`src/rtl/kst_pkg.sv`:
```
`default_nettype none

package kst_pkg;

  localparam int unsigned SCORE_W = 32;

  typedef enum logic [1:0] {
    CMD_UPSERT = 2'd0,
    CMD_REMOVE = 2'd1,
    CMD_READ   = 2'd2
  } cmd_e;

endpackage

`default_nettype wire

```
`src/rtl/kst_in_if.sv`:
```
`default_nettype none

interface kst_in_if #(
  parameter int unsigned ID_W   = 16,
  parameter int unsigned RANK_W = 6
);

  logic                               valid;
  logic                               ready;
  kst_pkg::cmd_e                      command;
  logic [ID_W-1:0]                    neighbor_id;
  logic signed [kst_pkg::SCORE_W-1:0] score;
  logic [RANK_W-1:0]                  rank_index;

  modport source (
    output valid, command, neighbor_id, score, rank_index,
    input  ready
  );

  modport sink (
    input  valid, command, neighbor_id, score, rank_index,
    output ready
  );

endinterface

`default_nettype wire

```
`src/rtl/kst_out_if.sv`:
```
`default_nettype none

interface kst_out_if #(
  parameter int unsigned ID_W  = 16,
  parameter int unsigned CNT_W = 7
);

  logic                               valid;
  logic                               ready;
  logic [CNT_W-1:0]                   position;
  logic [CNT_W-1:0]                   entry_count;
  logic                               was_present;
  logic                               table_full;
  logic [ID_W-1:0]                    read_id;
  logic signed [kst_pkg::SCORE_W-1:0] read_score;
  logic                               read_valid;

  modport source (
    output valid, position, entry_count, was_present, table_full,
           read_id, read_score, read_valid,
    input  ready
  );

  modport sink (
    input  valid, position, entry_count, was_present, table_full,
           read_id, read_score, read_valid,
    output ready
  );

endinterface

`default_nettype wire

```
`src/rtl/kst_ram.sv`:
```
`default_nettype none

module kst_ram #(
  parameter int unsigned DEPTH  = 64,
  parameter int unsigned WIDTH  = 48,
  localparam int unsigned ADDR_W = $clog2(DEPTH)
) (
  input  wire logic              clk_i,
  input  wire logic              wr_en_i,
  input  wire logic [ADDR_W-1:0] wr_addr_i,
  input  wire logic [WIDTH-1:0]  wr_data_i,
  input  wire logic              rd_en_i,
  input  wire logic [ADDR_W-1:0] rd_addr_i,
  output logic      [WIDTH-1:0]  rd_data_o
);

  logic [WIDTH-1:0] mem_q [DEPTH];
  logic [WIDTH-1:0] rd_data_q;

  always_ff @(posedge clk_i) begin
    if (wr_en_i) begin
      mem_q[wr_addr_i] <= wr_data_i;
    end
    if (rd_en_i) begin
      rd_data_q <= mem_q[rd_addr_i];
    end
  end

  assign rd_data_o = rd_data_q;

endmodule

`default_nettype wire

```
`src/rtl/keyed_sorted_score_table.sv`:
```
// upsert and remove scan the stored entries, then move the entries that lie between the old
// and the new position; an upsert then writes its entry, a miss on remove or a dropped upsert
// moves nothing; read looks up one ram word. one request in work at a time, the next is taken
// in the cycle after a result is loaded, also while it waits in the output register
// reset clears the entry count and handshake state; ram words are read only below the entry
// count, but for a read past it, whose data is not returned
`default_nettype none

module keyed_sorted_score_table #(
  parameter int unsigned CAPACITY = 64,
  parameter int unsigned ID_BITS  = 16
) (
  input  wire logic clk_i,
  input  wire logic rst_ni,
  kst_in_if.sink    in_i,
  kst_out_if.source out_o
);

  localparam int unsigned RANK_W  = $clog2(CAPACITY);
  localparam int unsigned CNT_W   = $clog2(CAPACITY + 1);
  localparam int unsigned ENTRY_W = ID_BITS + kst_pkg::SCORE_W;
  localparam logic [CNT_W-1:0] CAP_C = CNT_W'(CAPACITY);

  typedef enum logic [2:0] {
    ST_IDLE,
    ST_SCAN,
    ST_DECIDE,
    ST_SHIFT,
    ST_INSERT,
    ST_READ,
    ST_DONE
  } state_e;

  state_e                             state_q, state_d;
  kst_pkg::cmd_e                      cmd_q, cmd_d;
  logic [ID_BITS-1:0]                 key_q, key_d;
  logic signed [kst_pkg::SCORE_W-1:0] score_q, score_d;
  logic [RANK_W-1:0]                  rank_q, rank_d;
  logic [CNT_W-1:0]                   count_q, count_d;
  logic [CNT_W-1:0]                   scan_ptr_q, scan_ptr_d;
  logic                               cmp_pend_q, cmp_pend_d;
  logic [RANK_W-1:0]                  cmp_idx_q, cmp_idx_d;
  logic                               found_q, found_d;
  logic [RANK_W-1:0]                  found_idx_q, found_idx_d;
  logic [CNT_W-1:0]                   ge_cnt_q, ge_cnt_d;
  logic                               left_q, left_d;
  logic [CNT_W-1:0]                   ptr_q, ptr_d;
  logic [CNT_W-1:0]                   remain_q, remain_d;
  logic                               wr_pend_q, wr_pend_d;
  logic [RANK_W-1:0]                  wr_addr_q, wr_addr_d;
  logic                               ins_q, ins_d;
  logic [CNT_W-1:0]                   pos_q, pos_d;
  logic                               full_q, full_d;

  logic                               out_valid_q, out_valid_d;
  logic [CNT_W-1:0]                   res_pos_q, res_pos_d;
  logic [CNT_W-1:0]                   res_count_q, res_count_d;
  logic                               res_present_q, res_present_d;
  logic                               res_full_q, res_full_d;
  logic [ID_BITS-1:0]                 res_id_q, res_id_d;
  logic signed [kst_pkg::SCORE_W-1:0] res_score_q, res_score_d;
  logic                               res_rvalid_q, res_rvalid_d;

  logic                               rd_en, wr_en;
  logic [RANK_W-1:0]                  rd_addr, wr_addr;
  logic [ENTRY_W-1:0]                 rd_data, wr_data;
  logic [ID_BITS-1:0]                 rd_id;
  logic signed [kst_pkg::SCORE_W-1:0] rd_score;
  logic                               id_hit, score_ge;

  kst_ram #(
    .DEPTH (CAPACITY),
    .WIDTH (ENTRY_W)
  ) u_ram (
    .clk_i     (clk_i),
    .wr_en_i   (wr_en),
    .wr_addr_i (wr_addr),
    .wr_data_i (wr_data),
    .rd_en_i   (rd_en),
    .rd_addr_i (rd_addr),
    .rd_data_o (rd_data)
  );

  // shared compare unit: key match and signed score order
  assign rd_id    = rd_data[ENTRY_W-1 -: ID_BITS];
  assign rd_score = $signed(rd_data[kst_pkg::SCORE_W-1:0]);
  assign id_hit   = (rd_id == key_q);
  assign score_ge = (rd_score >= score_q);

  always_comb begin
    logic [CNT_W-1:0] lo;
    logic [CNT_W-1:0] hi;
    logic             go_left;
    logic             go_shift;
    logic [CNT_W-1:0] f_pos;
    logic [CNT_W-1:0] ptr_up;
    logic [CNT_W-1:0] ptr_dn;
    logic             scan_more;
    logic             rank_ok;

    state_d       = state_q;
    cmd_d         = cmd_q;
    key_d         = key_q;
    score_d       = score_q;
    rank_d        = rank_q;
    count_d       = count_q;
    scan_ptr_d    = scan_ptr_q;
    cmp_pend_d    = cmp_pend_q;
    cmp_idx_d     = cmp_idx_q;
    found_d       = found_q;
    found_idx_d   = found_idx_q;
    ge_cnt_d      = ge_cnt_q;
    left_d        = left_q;
    ptr_d         = ptr_q;
    remain_d      = remain_q;
    wr_pend_d     = wr_pend_q;
    wr_addr_d     = wr_addr_q;
    ins_d         = ins_q;
    pos_d         = pos_q;
    full_d        = full_q;
    out_valid_d   = out_valid_q;
    res_pos_d     = res_pos_q;
    res_count_d   = res_count_q;
    res_present_d = res_present_q;
    res_full_d    = res_full_q;
    res_id_d      = res_id_q;
    res_score_d   = res_score_q;
    res_rvalid_d  = res_rvalid_q;

    rd_en   = 1'b0;
    rd_addr = '0;
    wr_en   = 1'b0;
    wr_addr = '0;
    wr_data = '0;

    lo        = '0;
    hi        = '0;
    go_left   = 1'b0;
    go_shift  = 1'b0;
    f_pos     = CNT_W'(found_idx_q);
    ptr_up    = ptr_q + 1'b1;
    ptr_dn    = ptr_q - 1'b1;
    scan_more = (scan_ptr_q < count_q);
    rank_ok   = (CNT_W'(rank_q) < count_q);

    if (out_valid_q && out_o.ready) begin
      out_valid_d = 1'b0;
    end

    unique case (state_q)
      ST_IDLE: begin
        if (in_i.valid) begin
          cmd_d      = in_i.command;
          key_d      = in_i.neighbor_id;
          score_d    = in_i.score;
          rank_d     = in_i.rank_index;
          scan_ptr_d = '0;
          cmp_pend_d = 1'b0;
          found_d    = 1'b0;
          ge_cnt_d   = '0;
          ins_d      = 1'b0;
          full_d     = 1'b0;
          pos_d      = CAP_C;
          unique case (in_i.command) inside
            kst_pkg::CMD_UPSERT, kst_pkg::CMD_REMOVE: state_d = ST_SCAN;
            kst_pkg::CMD_READ:                        state_d = ST_READ;
            default:                                  state_d = ST_DONE;
          endcase
        end
      end

      ST_SCAN: begin
        // read one entry a cycle, compare it the cycle after
        if (scan_more) begin
          rd_en      = 1'b1;
          rd_addr    = scan_ptr_q[RANK_W-1:0];
          scan_ptr_d = scan_ptr_q + 1'b1;
        end
        cmp_pend_d = scan_more;
        cmp_idx_d  = scan_ptr_q[RANK_W-1:0];
        if (cmp_pend_q) begin
          if (id_hit && !found_q) begin
            found_d     = 1'b1;
            found_idx_d = cmp_idx_q;
          end
          // the entry being replaced does not count toward the new rank
          if (score_ge && !id_hit) begin
            ge_cnt_d = ge_cnt_q + 1'b1;
          end
        end
        if (!scan_more && !cmp_pend_q) begin
          state_d = ST_DECIDE;
        end
      end

      ST_DECIDE: begin
        state_d = ST_DONE;
        unique case (cmd_q)
          kst_pkg::CMD_UPSERT: begin
            if (found_q) begin
              go_shift = 1'b1;
              ins_d    = 1'b1;
              pos_d    = ge_cnt_q;
              if (ge_cnt_q >= f_pos) begin
                go_left = 1'b1;
                lo      = f_pos;
                hi      = ge_cnt_q;
              end else begin
                lo = ge_cnt_q;
                hi = f_pos;
              end
            end else if (count_q == CAP_C) begin
              full_d = 1'b1;
            end else begin
              go_shift = 1'b1;
              ins_d    = 1'b1;
              pos_d    = ge_cnt_q;
              lo       = ge_cnt_q;
              hi       = count_q;
              count_d  = count_q + 1'b1;
            end
          end
          kst_pkg::CMD_REMOVE: begin
            if (found_q) begin
              go_shift = 1'b1;
              go_left  = 1'b1;
              lo       = f_pos;
              hi       = count_q - 1'b1;
              count_d  = count_q - 1'b1;
            end
          end
          default: begin
          end
        endcase
        if (go_shift) begin
          state_d   = ST_SHIFT;
          left_d    = go_left;
          ptr_d     = go_left ? lo + 1'b1 : hi - 1'b1;
          remain_d  = hi - lo;
          wr_pend_d = 1'b0;
        end
      end

      ST_SHIFT: begin
        // left moves walk up, right moves walk down, so no word is overwritten unread
        if (wr_pend_q) begin
          wr_en   = 1'b1;
          wr_addr = wr_addr_q;
          wr_data = rd_data;
        end
        if (remain_q != '0) begin
          rd_en     = 1'b1;
          rd_addr   = ptr_q[RANK_W-1:0];
          ptr_d     = left_q ? ptr_up : ptr_dn;
          remain_d  = remain_q - 1'b1;
          wr_pend_d = 1'b1;
          wr_addr_d = left_q ? ptr_dn[RANK_W-1:0] : ptr_up[RANK_W-1:0];
        end else begin
          wr_pend_d = 1'b0;
          if (!wr_pend_q) begin
            state_d = ins_q ? ST_INSERT : ST_DONE;
          end
        end
      end

      ST_INSERT: begin
        wr_en   = 1'b1;
        wr_addr = pos_q[RANK_W-1:0];
        wr_data = {key_q, score_q};
        state_d = ST_DONE;
      end

      ST_READ: begin
        rd_en   = 1'b1;
        rd_addr = rank_q;
        state_d = ST_DONE;
      end

      ST_DONE: begin
        if (!out_valid_q || out_o.ready) begin
          out_valid_d   = 1'b1;
          res_pos_d     = pos_q;
          res_count_d   = count_q;
          res_present_d = found_q;
          res_full_d    = full_q;
          if (cmd_q == kst_pkg::CMD_READ && rank_ok) begin
            res_id_d     = rd_id;
            res_score_d  = rd_score;
            res_rvalid_d = 1'b1;
          end else begin
            res_id_d     = '0;
            res_score_d  = '0;
            res_rvalid_d = 1'b0;
          end
          state_d = ST_IDLE;
        end
      end

      default: state_d = ST_IDLE;
    endcase
  end

  always_ff @(posedge clk_i or negedge rst_ni) begin
    if (!rst_ni) begin
      state_q       <= ST_IDLE;
      cmd_q         <= kst_pkg::CMD_UPSERT;
      key_q         <= '0;
      score_q       <= '0;
      rank_q        <= '0;
      count_q       <= '0;
      scan_ptr_q    <= '0;
      cmp_pend_q    <= 1'b0;
      cmp_idx_q     <= '0;
      found_q       <= 1'b0;
      found_idx_q   <= '0;
      ge_cnt_q      <= '0;
      left_q        <= 1'b0;
      ptr_q         <= '0;
      remain_q      <= '0;
      wr_pend_q     <= 1'b0;
      wr_addr_q     <= '0;
      ins_q         <= 1'b0;
      pos_q         <= '0;
      full_q        <= 1'b0;
      out_valid_q   <= 1'b0;
      res_pos_q     <= '0;
      res_count_q   <= '0;
      res_present_q <= 1'b0;
      res_full_q    <= 1'b0;
      res_id_q      <= '0;
      res_score_q   <= '0;
      res_rvalid_q  <= 1'b0;
    end else begin
      state_q       <= state_d;
      cmd_q         <= cmd_d;
      key_q         <= key_d;
      score_q       <= score_d;
      rank_q        <= rank_d;
      count_q       <= count_d;
      scan_ptr_q    <= scan_ptr_d;
      cmp_pend_q    <= cmp_pend_d;
      cmp_idx_q     <= cmp_idx_d;
      found_q       <= found_d;
      found_idx_q   <= found_idx_d;
      ge_cnt_q      <= ge_cnt_d;
      left_q        <= left_d;
      ptr_q         <= ptr_d;
      remain_q      <= remain_d;
      wr_pend_q     <= wr_pend_d;
      wr_addr_q     <= wr_addr_d;
      ins_q         <= ins_d;
      pos_q         <= pos_d;
      full_q        <= full_d;
      out_valid_q   <= out_valid_d;
      res_pos_q     <= res_pos_d;
      res_count_q   <= res_count_d;
      res_present_q <= res_present_d;
      res_full_q    <= res_full_d;
      res_id_q      <= res_id_d;
      res_score_q   <= res_score_d;
      res_rvalid_q  <= res_rvalid_d;
    end
  end

  assign in_i.ready        = (state_q == ST_IDLE);
  assign out_o.valid       = out_valid_q;
  assign out_o.position    = res_pos_q;
  assign out_o.entry_count = res_count_q;
  assign out_o.was_present = res_present_q;
  assign out_o.table_full  = res_full_q;
  assign out_o.read_id     = res_id_q;
  assign out_o.read_score  = res_score_q;
  assign out_o.read_valid  = res_rvalid_q;

endmodule

`default_nettype wire

```
`src/flat_wrapper.sv`:
```
// flat-port wrapper written by rule: the top's interface ports become plain ports
module keyed_sorted_score_table_flat 
#(
  parameter int unsigned CAPACITY = 64,
  parameter int unsigned ID_BITS  = 16
)
  (clk_i, rst_ni, in_i_valid, in_i_command, in_i_neighbor_id, in_i_score, in_i_rank_index, in_i_ready, out_o_valid, out_o_position, out_o_entry_count, out_o_was_present, out_o_table_full, out_o_read_id, out_o_read_score, out_o_read_valid, out_o_ready);
  kst_in_if #(.ID_W((16)), .RANK_W((6))) in_i_i ();
  kst_out_if #(.ID_W((16)), .CNT_W((7))) out_o_i ();
  input  wire logic clk_i;
  input  wire logic rst_ni;
  input wire logic [$bits(in_i_i.valid)-1:0] in_i_valid;
  input wire logic [$bits(in_i_i.command)-1:0] in_i_command;
  input wire logic [$bits(in_i_i.neighbor_id)-1:0] in_i_neighbor_id;
  input wire logic [$bits(in_i_i.score)-1:0] in_i_score;
  input wire logic [$bits(in_i_i.rank_index)-1:0] in_i_rank_index;
  output wire logic [$bits(in_i_i.ready)-1:0] in_i_ready;
  output wire logic [$bits(out_o_i.valid)-1:0] out_o_valid;
  output wire logic [$bits(out_o_i.position)-1:0] out_o_position;
  output wire logic [$bits(out_o_i.entry_count)-1:0] out_o_entry_count;
  output wire logic [$bits(out_o_i.was_present)-1:0] out_o_was_present;
  output wire logic [$bits(out_o_i.table_full)-1:0] out_o_table_full;
  output wire logic [$bits(out_o_i.read_id)-1:0] out_o_read_id;
  output wire logic [$bits(out_o_i.read_score)-1:0] out_o_read_score;
  output wire logic [$bits(out_o_i.read_valid)-1:0] out_o_read_valid;
  input wire logic [$bits(out_o_i.ready)-1:0] out_o_ready;
  assign in_i_i.valid = in_i_valid;
  assign in_i_i.command = in_i_command;
  assign in_i_i.neighbor_id = in_i_neighbor_id;
  assign in_i_i.score = in_i_score;
  assign in_i_i.rank_index = in_i_rank_index;
  assign in_i_ready = in_i_i.ready;
  assign out_o_valid = out_o_i.valid;
  assign out_o_position = out_o_i.position;
  assign out_o_entry_count = out_o_i.entry_count;
  assign out_o_was_present = out_o_i.was_present;
  assign out_o_table_full = out_o_i.table_full;
  assign out_o_read_id = out_o_i.read_id;
  assign out_o_read_score = out_o_i.read_score;
  assign out_o_read_valid = out_o_i.read_valid;
  assign out_o_i.ready = out_o_ready;
  keyed_sorted_score_table #(.CAPACITY(CAPACITY), .ID_BITS(ID_BITS)) u_core (.clk_i(clk_i), .rst_ni(rst_ni), .in_i(in_i_i), .out_o(out_o_i));
endmodule
```
`config.mk`:
```
export PLATFORM = sky130hd
export DESIGN_NAME = keyed_sorted_score_table_flat
export DESIGN_NICKNAME = d
export VERILOG_FILES = /design/src/rtl/kst_pkg.sv /design/src/rtl/kst_in_if.sv /design/src/rtl/kst_out_if.sv /design/src/rtl/kst_ram.sv /design/src/rtl/keyed_sorted_score_table.sv /design/src/flat_wrapper.sv
export SDC_FILE = /design/constraint.sdc
export NUM_CORES = 2
export LEC_CHECK = 0
export BUFFER_PORTS_ARGS = -buffer_cell sky130_fd_sc_hd__buf_2
export CAP_MARGIN = 10
export CELL_PAD_IN_SITES_DETAIL_PLACEMENT = 0
export CELL_PAD_IN_SITES_GLOBAL_PLACEMENT = 2
export CORE_ASPECT_RATIO = 1.25
export CORE_MARGIN = 3
export CORE_UTILIZATION = 54
export DETAILED_ROUTE_END_ITERATION = 16
export PLACE_DENSITY_LB_ADDON = 0.1
export SYNTH_ARGS = -nofsm -noshare
export SYNTH_HDL_FRONTEND = slang
export SYNTH_HIERARCHICAL = 1
export SYNTH_SLANG_ARGS = --single-unit
```
`constraint.sdc`:
```
create_clock -name clk_i -period 19.35 [get_ports clk_i]
set_input_delay 0.9675 -clock clk_i [delete_from_list [all_inputs] [get_ports clk_i]]
set_output_delay 0.9675 -clock clk_i [all_outputs]
set_load 0.03 [all_outputs]
```
After elaboration in Yosys (flattened, before gate mapping)
Memories as Yosys holds them, arrays and structs flattened. A register that Yosys moved wholly into a read port is not among the register bits.
Index checks and enable logic that the tools add are counted.
{"block": "totals", "ff_bits": 191, "ramBits": 3072, "inputBits": 60, "out_inout_bits": 67, "wordCells": 198, "memories": 1}
{"block": "op_classes", "addsub": 10, "n_lt_le_gt_ge": 4, "n_eq_ne": 30, "mux": 89, "reduce_logical": 36}
{"name": "u_core.u_ram.mem_q", "words": 64, "word_bits": 48, "rd": 1, "rd_clocked_by_memory_dff": 1, "wr": 1, "line": "kst_ram.sv:17", "text": "logic [WIDTH-1:0] mem_q [DEPTH];"}
{"op": "2-to-1 mux 7 bit", "n": 26}
{"op": "case mux 7 bit (2 select lines)", "n": 8}
{"op": "case mux 48 bit (2 select lines)", "n": 1}
{"op": "2-to-1 mux 48 bit", "n": 1}
{"op": "adder 7 x 1 -> 7 bit (second input constant)", "n": 5}
{"op": ">= comparator 32 bit", "n": 1}
{"op": "2-to-1 mux 32 bit", "n": 1}
{"op": "2-to-1 mux 6 bit", "n": 5}
{"op": "subtractor 7 x 1 -> 7 bit (second input constant)", "n": 4}
{"op": "2-to-1 mux 1 bit", "n": 26}
{"op": "inequality test 2 x 1 -> 1 bit (second input constant)", "n": 10}
{"op": "2-to-1 mux 3 bit", "n": 6}
{"op": "case mux 3 bit (6 select lines)", "n": 1}
{"op": "case mux 6 bit (3 select lines)", "n": 1}
{"op": "== test 16 bit", "n": 1}
{"op": "2-to-1 mux 16 bit", "n": 1}
{"op": "case mux 1 bit (2 select lines)", "n": 8}
{"op": "AND reduction 5 bit", "n": 3}
{"op": "inequality test 2 bit (second input constant)", "n": 7}
{"op": "case mux 6 bit (2 select lines)", "n": 1}
{"op": "AND reduction 2 bit", "n": 6}
{"op": "AND reduction 4 bit", "n": 3}
{"op": "== test 3 bit (second input constant)", "n": 3}
{"op": "AND reduction 3 bit", "n": 3}
{"op": "21 further kinds", "n": 37}

Longest topological paths before layout
{"block": "depth", "ltp_word": 9, "mapped_depth": 19, "mapped_depth_nobuf": 18}

Hierarchy
Netlist, hierarchy kept.
{"module": "kst_ram", "instances": 1, "cells_per_inst": 5247, "area_each_um2": 118671.3, "seq_area_each_um2": 93689.9}
{"module": "keyed_sorted_score_table", "instances": 1, "cells_per_inst": 1147, "area_each_um2": 10842.9, "seq_area_each_um2": 4754.6}

Least setup slack after synthesis
OpenSTA, ideal clock, no wires.
{"block": "synth_path", "path_kind": "flip-flop to flip-flop", "from": "reg u_core.state_q[1]", "to": "mem u_core.u_ram.mem_q[55][0] (enable)", "setup_ns": 0.513, "arrival_ns": 5.546, "required_ns": 18.837, "setup_slack_ns": 13.291, "path_stages_with_launch": 11, "n_path_buf": 4, "synth_period_minus_slack_ns": 6.059, "cell_sequence": "dfrtp_1 > clkbuf_1 > inv_1 > nor3_1 > and2_1 > clkbuf_1 > clkbuf_1 > a22o_1 > clkbuf_1 > nand3_1 > nor3_1"}
{"block": "synth_between", "word_cells_on_any_way": 6, "cone_classes": "eq/ne: 2; mux: 4"}
{"item": "start, declared", "line": "keyed_sorted_score_table.sv:34", "text": "state_e state_q, state_d;"}
{"item": "start signal, assigned", "line": "keyed_sorted_score_table.sv:334", "text": "state_q <= state_d;"}
{"item": "== test 3 bit or == test 3 x 2 -> 1 bit (tied branches)", "line": "keyed_sorted_score_table.sv:150", "text": "unique case (state_q)"}
{"item": "case mux 6 bit (2 select lines) (*)", "line": "keyed_sorted_score_table.sv:150"}
{"item": "net u_core.wr_addr[1]", "line": "keyed_sorted_score_table.sv:65", "text": "logic [RANK_W-1:0] rd_addr, wr_addr;"}
{"item": "end, declared", "line": "kst_ram.sv:17"}
Mark *: on every way through the listed nets, which the timed path passes. The rest lies on a longest branch.

Final worst setup path
{"block": "layout_path", "from": "reg u_core.count_q[1]", "to": "reg u_core.u_ram.rd_data_q[26], in the netlist u_core/u_ram/rd_data_o[26] (read register of u_core.u_ram.mem_q) (data pin)"}
{"block": "layout_between", "elab_chain_cells": 3, "word_cells_on_any_way": 5, "cone_classes": "order compare: 1; mux: 4"}
{"item": "start, declared", "line": "keyed_sorted_score_table.sv:39", "text": "logic [CNT_W-1:0] count_q, count_d;"}
{"item": "start signal, assigned", "line": "keyed_sorted_score_table.sv:339", "text": "count_q <= count_d;"}
{"item": "less-than comparator 7 bit", "line": "keyed_sorted_score_table.sv:143", "text": "scan_more = (scan_ptr_q < count_q);"}
{"item": "2-to-1 mux 6 bit", "line": "keyed_sorted_score_table.sv:174", "text": "if (scan_more) begin"}
{"item": "case mux 6 bit (3 select lines)", "line": "keyed_sorted_score_table.sv:150"}
{"item": "net u_core.rd_addr[0]", "line": "keyed_sorted_score_table.sv:65"}
{"item": "end, declared", "line": "kst_ram.sv:18", "text": "logic [WIDTH-1:0] rd_data_q;"}
The timed path passes the listed nets, and every way through them passes these cells.
A chain may end at the register's enable or synchronous reset.

==> impl_metrics.tcl <==
set metrics [dict create \
    status "complete, no violations" \
    p_seq_frac 0.391 \
    synth_top_family_by_area "multiplexers" \
    clock_power_share 0.261 \
    synth_commonest_cells "3120 x edfxtp_1, 672 x mux4_2, 297 x nand2_1" \
    drive_gt1_frac 0.2453 \
    clock_latency_ns 0.87 \
    clock_path_buffers 4 \
    power.density_nw_per_um2 163.6 \
    numCtsBuffers 326 \
    swShare 0.3487 \
    min_path_type "in -> async" \
    root_buffer "clkbuf_16" \
    drt_iter0_drc 8854 \
    syn_avg_cell_area_um2 20.26 \
    worstReg2RegStart "u_core/count_q[1]" \
    syn_area_um2 129500 \
    crit_path_end_kind "flip-flop" \
    grt_use_total 0.2981 \
    cts_resized 0 \
    detail-route-antenna-nets 0 \
    combPwrFrac 0.349 \
    top_usage_layer "met2" \
    post-dp-hpwl_um 205700 \
    muxShareOfSynthArea 0.1412 \
    drv_slew 0 \
    yosys.area.top_type "edfxtp_1" \
    intPower_mw 15.41 \
    totalPowerFinal_mw 23.66 \
    dpl_worst_slack_ns 11.77 \
    use_met3 0.06098 \
    worst_pin_slew_ns 1.326 \
    synth_ff_type "edfxtp_1" \
    synth_top_area_share 0.7234 \
    yosys.area_share.simple 0.02894 \
    antenna_found_initial 22 \
    core_region_area_um2 238000 \
    globalRouteMet1Util 0.4182 \
    clkTransAtPathRegs_ns 0.06 \
    setup_tns_ns 0 \
    period_share 0.3825 \
    grt_pass1_vias 66730 \
    die_h_um 553.5 \
    syn_nets 6520 \
    vias_per_cell 6.678 \
    ys_warn_count 6 \
    worstPathMaxFanout 76 \
    vias 67240 \
    ys_top_cells_by_area "edfxtp_1 72%, mux4_2 12%, dfrtp_1 3.7%" \
    cts_tree "built" \
    num_io_pins 127 \
    area_growth_pct 11.68 \
    synthCells 6394 \
    power.net_switching_mw 8.251 \
    fmax_ghz 0.1351 \
    cts_hold_repair.buffers 0 \
    maxCapViolations 0 \
    die-area_um2 245800 \
    synth-edff-count 3120 \
    place_congestion 0.8210 \
    met2_usage 0.4836 \
    ys_seq_area_frac 0.7601 \
    worstSetupStartpoint "u_core/count_q[1]" \
    post_cts_buffers 0 \
    htree_levels 5 \
    grt_max_degree 107 \
    path_class "reg -> reg" \
    nets 6792 \
    leakage_nw 46.54 \
    fin_skew_ns 0.04564 \
    dr.pass1.iters 6 \
    row_count 200 \
    cts.sinks 3310 \
    arrival_ns 7.99 \
    synth_xor_area_frac 0.002705 \
    synth-compound-area-share 0.04282 \
    yosys.cell_types.count 78 \
    postSynth.asyncResetShare 0.05740 \
    drt_wl_total_um 366300 \
    synthAdderAreaFrac 0.006434 \
    min_period_ns 7.402 \
    port_buffers 126 \
    cp-start-kind "flip-flop" \
    post_drt_wl_per_cell_um 36.38 \
    n_fill_cell 16850 \
    yosysMostFrequentCell "edfxtp_1" \
    cp.required_ns 19.94 \
    dieWidth_um 444.0 \
    setup_viol 0 \
    drcViolationCount 0 \
    finalHoldViolCount 0 \
    ir_drop_uv 149.7 \
    fin_ws_ns 11.95 \
    grt_overflow 0 \
    ys_ff_latch 3310 \
    slew_headroom 0.1161 \
    grt_first_pass_wirelength_um 514600 \
    rsz0062_at_grt "false" \
    start_util 0.5442 \
]
==> path summary, 6_finish.rpt <==
path | endpoint | slack [ns] | cells after the start
hold / removal | u_core/out_o.entry_count[0] | 0.12 | 1
max in group asynchronous | u_core/key_q[2] | 17.16 | 3
setup reg to reg | u_core/u_ram/rd_data_o[26] | 11.95 | 18
min in group clk_i | u_core/rank_q[4] | 0.30 | 3
hold reg to reg | u_core/out_o.read_valid | 0.47 | 1
setup / recovery | u_core/u_ram/rd_data_o[26] | 11.95 | 18
==> layout by cell type, fill, tap and decap left out, drive strengths merged, types with 83 or more instances in the layout <==
cell type | synthesis | routed
nand2 | 297 | 297
o22ai | 137 | 137
buf | 190 | 315
mux4 | 672 | 672
nor2 | 122 | 122
clkbuf | 182 | 411
clkinv | 1 | 134
nand3 | 122 | 122
a22o | 107 | 107
nand4 | 83 | 83
inv | 81 | 92
o21ai | 100 | 100
mux2 | 94 | 94
edfxtp | 3120 | 3120
dfrtp | 190 | 190
a22oi | 87 | 87
mux2i | 209 | 209
==> flip-flops by register name, indices dropped and copies added (netlist names), 7 cells and up <==
register,count
u_core/scan_ptr_q,7
u_core/u_ram/mem_q,3072
u_core/ge_cnt_q,7
u_core/out_o.read_id,16
u_core/u_ram/rd_data_o,48
u_core/key_q,16
u_core/out_o.read_score,32
u_core/out_o.entry_count,7
u_core/out_o.position,7
u_core/remain_q,7
u_core/score_q,32
u_core/pos_q,7
u_core/count_q,7
==> critical path: stages (launching register included) <==
cell and delay, ns:
dfrtp_1 0.42, inv_1 0.13, ha_1 0.31, a21o_1 0.16
a21o_1 0.18, a21o_1 0.18, a211o_1 0.33, a211oi_1 0.29
a221oi_1 0.17, inv_8 0.62, buf_12 0.53, buf_4 0.67
buf_4 0.75, buf_4 0.71, mux4_2 0.59, a22oi_1 0.20
nand3_1 0.10, o21ai_0 0.55, a21oi_1 0.08
==> layer usage <==
| layer | wire length [um] | up-vias |
|---|---|---|
| met2 | 179900 | 3355 |
| met4 | 9869 | 4 |
| met1 | 140900 | 36220 |
| met5 | 27 | - |
| li1 | - | 27120 |
| met3 | 35640 | 541 |
==> per-stage QoR <==
stage	util	instances	area [um^2]	hold WS (ns)
detailed placement	0.5636	9456	134100	0.4652
CTS	0.6066	10040	144400	0.08280
finish	0.6078	10070	144600	0.1192
global route	0.6077	10060	144600	0.1396
global placement	0.5635	9452	134100	0.4587
floorplan	-	6394	129500	0.4501
==> cells by family (layout without fill, tap and decap cells) <==
family	count (synthesis)	after routing
compound gates	760	760
xor+xnor	40	40
fa+ha+maj	66	66
buf+inv	454	982
flops	3310	3310
mux	975	975
other cells	0	16
simple gates	789	789
==> power by group through the flow <==
stage	Combinational, mW	Sequential, mW	Clock (mW)
finish	8.25	9.25	6.17
global route	8.75	9.26	6.55
CTS	8.22	9.25	6.26
detailed placement	8.21	9.40	0
global placement	8.12	9.39	0
floorplan	5.36	9.24	0
==> final cells by class <==
cell class                 instances  area, um^2  share of cell area
antenna                           16       40.04           0.0002768
clock buffer                     410        8756             0.06054
clock inverter                   174        1466             0.01014
inverter                          82       335.3            0.002318
multi-input combinational       2630       29380              0.2031
sequential                      3310       98440              0.6806
tap                             3131        3918             0.02708
timing repair buffer             316        2298             0.01589
No activity file was read; power rests on OpenSTA's default activity.
